File: config.mk
export PLATFORM = sky130hd
export DESIGN_NAME = lwa_front
export DESIGN_NICKNAME = d
export VERILOG_FILES = /design/src/hw/rtl/lwa_pkg.sv /design/src/hw/rtl/lwa_front.sv
export SDC_FILE = /design/constraint.sdc
export NUM_CORES = 1
export LEC_CHECK = 0
export BUFFER_PORTS_ARGS = -buffer_cell sky130_fd_sc_hd__buf_2
export CORE_UTILIZATION = 45
export CTS_CLUSTER_DIAMETER = 60
export DETAILED_ROUTE_END_ITERATION = 10
export GPL_TIMING_DRIVEN = 0
export HOLD_SLACK_MARGIN = 0.12
export PLACE_DENSITY = 0.7
export REMOVE_ABC_BUFFERS = 1
export SYNTH_ARGS = -nofsm -noshare
export SYNTH_HDL_FRONTEND = slang
export SYNTH_SLANG_ARGS = --single-unit
File: constraint.sdc
create_clock -name clk -period 6.1 [get_ports clk]
set_input_delay 0 -clock clk [delete_from_list [all_inputs] [get_ports clk]]
set_output_delay 0 -clock clk [all_outputs]
set_load 0.02 [all_outputs]
File: src/hw/rtl/lwa_pkg.sv
`timescale 1ns / 1ps
package lwa_pkg;

  localparam int CFG_SW_W   = 12;
  localparam int CFG_DW_W   = 11;
  localparam int CFG_DH_W   = 11;
  localparam int CFG_IDX_W  = 2;
  localparam int CFG_DATA_W = 12;

  localparam logic [CFG_IDX_W-1:0] REG_SOURCE_WIDTH   = 2'd0;
  localparam logic [CFG_IDX_W-1:0] REG_DISPLAY_WIDTH  = 2'd1;
  localparam logic [CFG_IDX_W-1:0] REG_DISPLAY_HEIGHT = 2'd2;

  localparam logic [CFG_SW_W-1:0] SW_RESET = 12'd720;
  localparam logic [CFG_DW_W-1:0] DW_RESET = 11'd720;
  localparam logic [CFG_DH_W-1:0] DH_RESET = 11'd576;

  localparam logic OP_ACCUM = 1'b0;
  localparam logic OP_READ  = 1'b1;

  localparam int LUMA_W  = 16;
  localparam int GREY_W  = 8;
  localparam int HIT_W   = 16;
  localparam int AMT_W   = 9;
  localparam int FRAC_W  = 8;
  localparam int DIV_M_W = 16;

  localparam logic [DIV_M_W-1:0] LUMA_FULL   = 16'hffff;
  localparam logic [HIT_W-1:0]   HIT_MAX     = 16'hffff;
  localparam logic [AMT_W-1:0]   FULL_AMOUNT = 9'd256;
  localparam logic [AMT_W-1:0]   CONN_AMOUNT = 9'd64;

  localparam int Q_PTR_W = 1;
  localparam int Q_CNT_W = 2;
  localparam logic [Q_CNT_W-1:0] Q_DEPTH = 2'd2;

  typedef struct packed {
    logic              op;
    logic [LUMA_W-1:0] luma;
    logic              frame_start;
  } lwa_cmd_t;

endpackage

File: src/hw/rtl/lwa_front.sv
`timescale 1ns / 1ps
module lwa_front
  import lwa_pkg::*;
(
  input  logic              clk,
  input  logic              rst,
  input  logic              s_tvalid,
  output logic              s_tready,
  input  logic [LUMA_W-1:0] s_tdata,   // luma
  input  logic [1:0]        s_tuser,   // bit 0 action, bit 1 frame_start
  input  logic              hold,
  output logic              cmd_valid,
  output lwa_cmd_t          cmd,
  input  logic              cmd_pop
);

  lwa_cmd_t             q_mem [2];
  logic [Q_PTR_W-1:0]   wr_ptr;
  logic [Q_PTR_W-1:0]   rd_ptr;
  logic [Q_CNT_W-1:0]   count;
  lwa_cmd_t             cmd_in;
  logic                 push;
  logic                 pop;

  // A frame mark only means something on an accumulate beat.
  always_comb begin
    cmd_in.op          = s_tuser[0];
    cmd_in.luma        = s_tdata;
    cmd_in.frame_start = s_tuser[1] && (s_tuser[0] == OP_ACCUM);
  end

  assign s_tready  = (count != Q_DEPTH) && !hold;
  assign push      = s_tvalid && s_tready;
  assign cmd_valid = (count != '0);
  assign pop       = cmd_pop && cmd_valid;
  assign cmd       = q_mem[rd_ptr];

  always_ff @(posedge clk) begin
    if (push) begin
      q_mem[wr_ptr] <= cmd_in;
    end
  end

  always_ff @(posedge clk) begin
    if (rst) begin
      wr_ptr <= '0;
      rd_ptr <= '0;
      count  <= '0;
    end else begin
      if (push) begin
        wr_ptr <= wr_ptr + 1'b1;
      end
      if (pop) begin
        rd_ptr <= rd_ptr + 1'b1;
      end
      if (push && !pop) begin
        count <= count + 1'b1;
      end else if (pop && !push) begin
        count <= count - 1'b1;
      end
    end
  end

endmodule

Word-level counts from Yosys, hierarchy flattened

Memory sizes are Yosys's and may differ from the RTL's. A register that Yosys moved wholly into a read port is not among the register bits.
Index checks and enable logic that the tools add are counted.
W data, S select, Z words.

Register bits: 4
RAM bits: 36
Memories kept: 1

Add/subtract/negate cells: 4
Eq/ne operators: 1
Multiplexer cells: 6
Bitwise logic cells: 1
Reductions and logical operators: 11

Memory list:

| name  | words | bits a word | rd ports | clocked after memory_dff | wr ports | RTL line        | source |
|---|---|---|---|---|---|---|---|
| q_mem | 2     | 18          | 1        | 1                        | 1        | lwa_front.sv:17 | `lwa_cmd_t q_mem [2];` |

Operators by type and width:

| operator              | number |
|---|---|
| $logic_and A1 B1 Y1   | 6 |
| $mux W1               | 4 |
| $mux W2               | 2 |
| $reduce_bool A2 Y1    | 2 |
| $logic_not A1 Y1      | 3 |
| $add A1 B1 Y1 const B | 2 |
| $add A2 B1 Y2 const B | 1 |
| $ne A2 B2 Y1 const B  | 1 |
| $sub A2 B1 Y2 const B | 1 |
| $not A1 Y1            | 1 |

Longest topological paths before layout

Depth after elaboration: 7
Gate-level depth with buffers: 6

Least setup slack after synthesis

No wires, ideal clock.

Path kind: reg2reg
From: reg count[1]
To: mem q_mem[0][0] (netlist bit), enable pin
Library setup time: 395 ps
Arrival time: 1570 ps
Slack: 4135 ps
Cell stages (with the launch flop): 4
Period minus slack after synthesis: 1965 ps
Cell sequence: dfxtp_1 > nor2b_2 > nor3b_4 > nor2b_1

Longest elaborated chain between the ends: 5

Ends and longest elaborated chain:

| what                          | RTL line        | source |
|---|---|---|
| start: declaration            | lwa_front.sv:20 | `logic [Q_CNT_W-1:0] count;` |
| start signal: assignment      | lwa_front.sv:57 | `count <= count + 1'b1;` |
| start signal: assignment      | lwa_front.sv:59 | `count <= count - 1'b1;` |
| $ne A2 B2 Y1                  | lwa_front.sv:32 | `assign s_tready = (count != Q_DEPTH) && !hold;` |
| $logic_and A1 B1 Y1           | lwa_front.sv:32 |  |
| $logic_and A1 B1 Y1           | lwa_front.sv:33 | `assign push = s_tvalid && s_tready;` |
| net push                      | lwa_front.sv:22 | `logic push;` |
| $mux W1                       | lwa_front.sv:39 | `if (push) begin` |
| $mux W1 (not written as such) | lwa_front.sv:40 | `q_mem[wr_ptr] <= cmd_in;` |
| end: declaration              | lwa_front.sv:17 |  |

The timed path passes the listed nets, and every way through them passes these cells.

Final worst setup path

From: reg count[0]
To: mem q_mem[0][12] (netlist bit), enable pin

The elaborated chain is that of the path after synthesis.

==> results.yml <==
global_route:
  grt.busiest_layer: "met2"
  grt_pass1_wl_um: 3840
  gr-total-overflow: 0
  grt_usage_pct: 15.4
  grt_max_degree: 19
  met1_usage_pct: 13.9
  antenna_found_initial: 0
  grt_pass1_vias: 911
  use_met2_pct: 29.7
  grt_use_met3_pct: 4.69
synthesis:
  yosysUniqueCellTypes: 16
  avgSynthCellArea_um2: 18.8
  netlist_instances: 82
  ys_top_cells_by_area: "edfxtp_1, mux2_2, dfxtp_1"
  synth_top_area_share_pct: 70.1
  synth_warnings: 0
  syn-cell-area_um2: 1540
  ys_seq_area_share_pct: 76.6
  ys_ff_latch: 41
  yosys.area.top_type: "edfxtp_1"
power_and_ir_drop:
  seq_power_share_pct: 49.3
  irDropWorstVdd_mv: 0.256
  p_total_uw: 752
  p_int_uw: 527
  p_sw_uw: 225
  leakagePower_nw: 0.798
  comb_power_share_pct: 28.5
  p_sw_share_pct: 29.9
  pwr-share-clk_pct: 22.2
  power_density_nw_per_um2: 360
sta:
  fin_crit_sh_pct: 31.6
  slew_headroom_pct: 37.4
  setup_tns_ns: 0
  fmax_mhz: 519
  setup_viol: 0
  hold_viol_final: 0
  tightest_slew_ns: 0.935
  final.setup_skew_ns: 0.00861
  slew_violations: 0
  rsz0062_at_grt: "false"
  min_period_ns: 1.93
floorplan:
  die_h_um: 60.6
  die_x_um: 60.6
  dieArea_um2: 3670
  ios: 43
  rows: 20
  core_area_um2: 3150
  start_util_pct: 48.9
clocking:
  cts.sink_count: 41
  tritoncts: "built"
  cts_buffer_depth: 2
  cts-root-buf: "clkbuf_4"
  numCtsBuffers: 5
  htree_levels: 2
  worst_skew_pair.late_latency_ns: 0.34
  post_cts_buffers: 0
  cts.clk_slew.worst_paths_ns: 0.11
layout:
  mostFrequentLayoutCells: "buf_2, edfxtp_1, dlygate4sd3_1"
  layout.nets: 174
  final_common_cell: "buf_2"
  area_delta_synth_final_pct: 35.4
  diodes: 0
  fillers: 244
  drive_gt1_share_pct: 47.0
critical_path:
  crit_chain: "nor2b_2 > nor3b_4 > nor2b_2"
  worst_setup_path_end_kind: "register"
  start_kind: "register"
  slowest_stage: "nor2b_2"
  critPathKind: "reg -> reg"
  arrival_ns: 1.89
  cp_slowest_stage_delay_ns: 0.80
  cp.required_ns: 6.07
  cpMostUsedCell: "nor2b_2"
  cp_max_fo: 18
detailed_routing:
  drt_pre_antenna_iters: 4
  drt.antenna.violating_nets: 0
  vias: 893
  wl_um: 2560
  drc: 0
  drt_iter0_drc: 16
  detail_route.wl_per_cell_um: 13.1
  via_per_inst: 4.58
place:
  portBuffers: 42
  gp_congestion: 0.669
  dp_hpwl_um: 1560
worst_hold_path:
  hp-class: "in -> reg"
outcome:
  status: "finished, final reports clean"
run:
  maxCapViolCount: 0
Yosys cell counts (all sizes together):
master,instances
and2,1
nor3b,1
buf,2
o21ai,2
or2,1
or3,1
xor2,3
nor2,5
edfxtp,36
ha,1
nor2b,4
a21oi,1
dfxtp,5
mux2,19
worst paths after layout:
path | from | to | slack, ns | cells past startpoint
worst max-delay path | count[0] | q_mem[0][12] | 4.17 | 3
worst min-delay path | cmd_pop | register | 0.12 | 4
worst max register to register | count[0] | q_mem[0][12] | 4.17 | 3
worst min register to register | count[1] | count[1] | 0.53 | 2
metrics by stage:
stage | std cells | hold WS, ns | utilization [%] | area (µm²) | setup WS [ns]
after floorplan | 80 | 0.0691 | - | 1530 | 4.14
after global placement | 166 | 0.187 | 57.0 | 1800 | 3.69
after detailed placement | 166 | 0.193 | 57.1 | 1800 | 4.13
after CTS | 195 | 0.130 | 66.3 | 2090 | 4.13
after global routing | 195 | 0.158 | 66.3 | 2090 | 4.01
final | 195 | 0.122 | 66.3 | 2090 | 4.17
worst max-delay path: cells and delay by family (launching register included):
kind | cells | cell delay, ns
flip-flops | 1 | 0.44
AND/OR/NAND/NOR | 3 | 1.11
metal layers:
metal  vias up  routed length (µm)
li1        443                   -
met1       413                 951
met2        32                1430
met3         5                 138
met4         0                  46
met5         -                   0
kinds of logic (layout without fill, tap and decap cells):
| kind of cell | Yosys count | count (layout) | synth area share, % |
|---|---|---|---|
| flip-flops | 41 | 41 | 76.6 |
| multiplexers | 19 | 19 | 13.9 |
| AND/OR/NAND/NOR | 13 | 13 | 5.44 |
| AO/OA/AOI/OAI | 3 | 3 | 0.973 |
| XOR/XNOR | 3 | 3 | 1.70 |
| buffers and inverters | 2 | 71 | 0.649 |
| adder cells (fa/ha/maj) | 1 | 1 | 0.811 |
final cells by class:
class	count	area (µm²)	share of cell area [%]
clock buffer	5	37.5	1.80
clock inverter	3	41.3	1.98
multi-input combinational	39	354	16.9
sequential	41	1180	56.5
tap	44	55.1	2.63
timing repair buffer	63	420	20.1
power groups by stage:
stage / registers [mW] / clock network, mW / logic, mW
after floorplan: 0.368 / 0 / 0.148
after global routing: 0.376 / 0.183 / 0.232
after global placement: 0.375 / 0 / 0.198
after detailed placement: 0.378 / 0 / 0.204
after CTS: 0.372 / 0.173 / 0.217
final: 0.370 / 0.167 / 0.215
state kept, by name (all words and copies together), names as in the netlist, named ones only:
signal,cells
count,2
q_mem,36
rd_ptr,1
wr_ptr,1
repair_timing:
action / in CTS / in global routing
gates resized for setup: 0 / 0
hold buffers: 21 / 0
endpoints found under the hold margin: 41 / 0
Note: power is estimated with default switching activity, not from simulation.
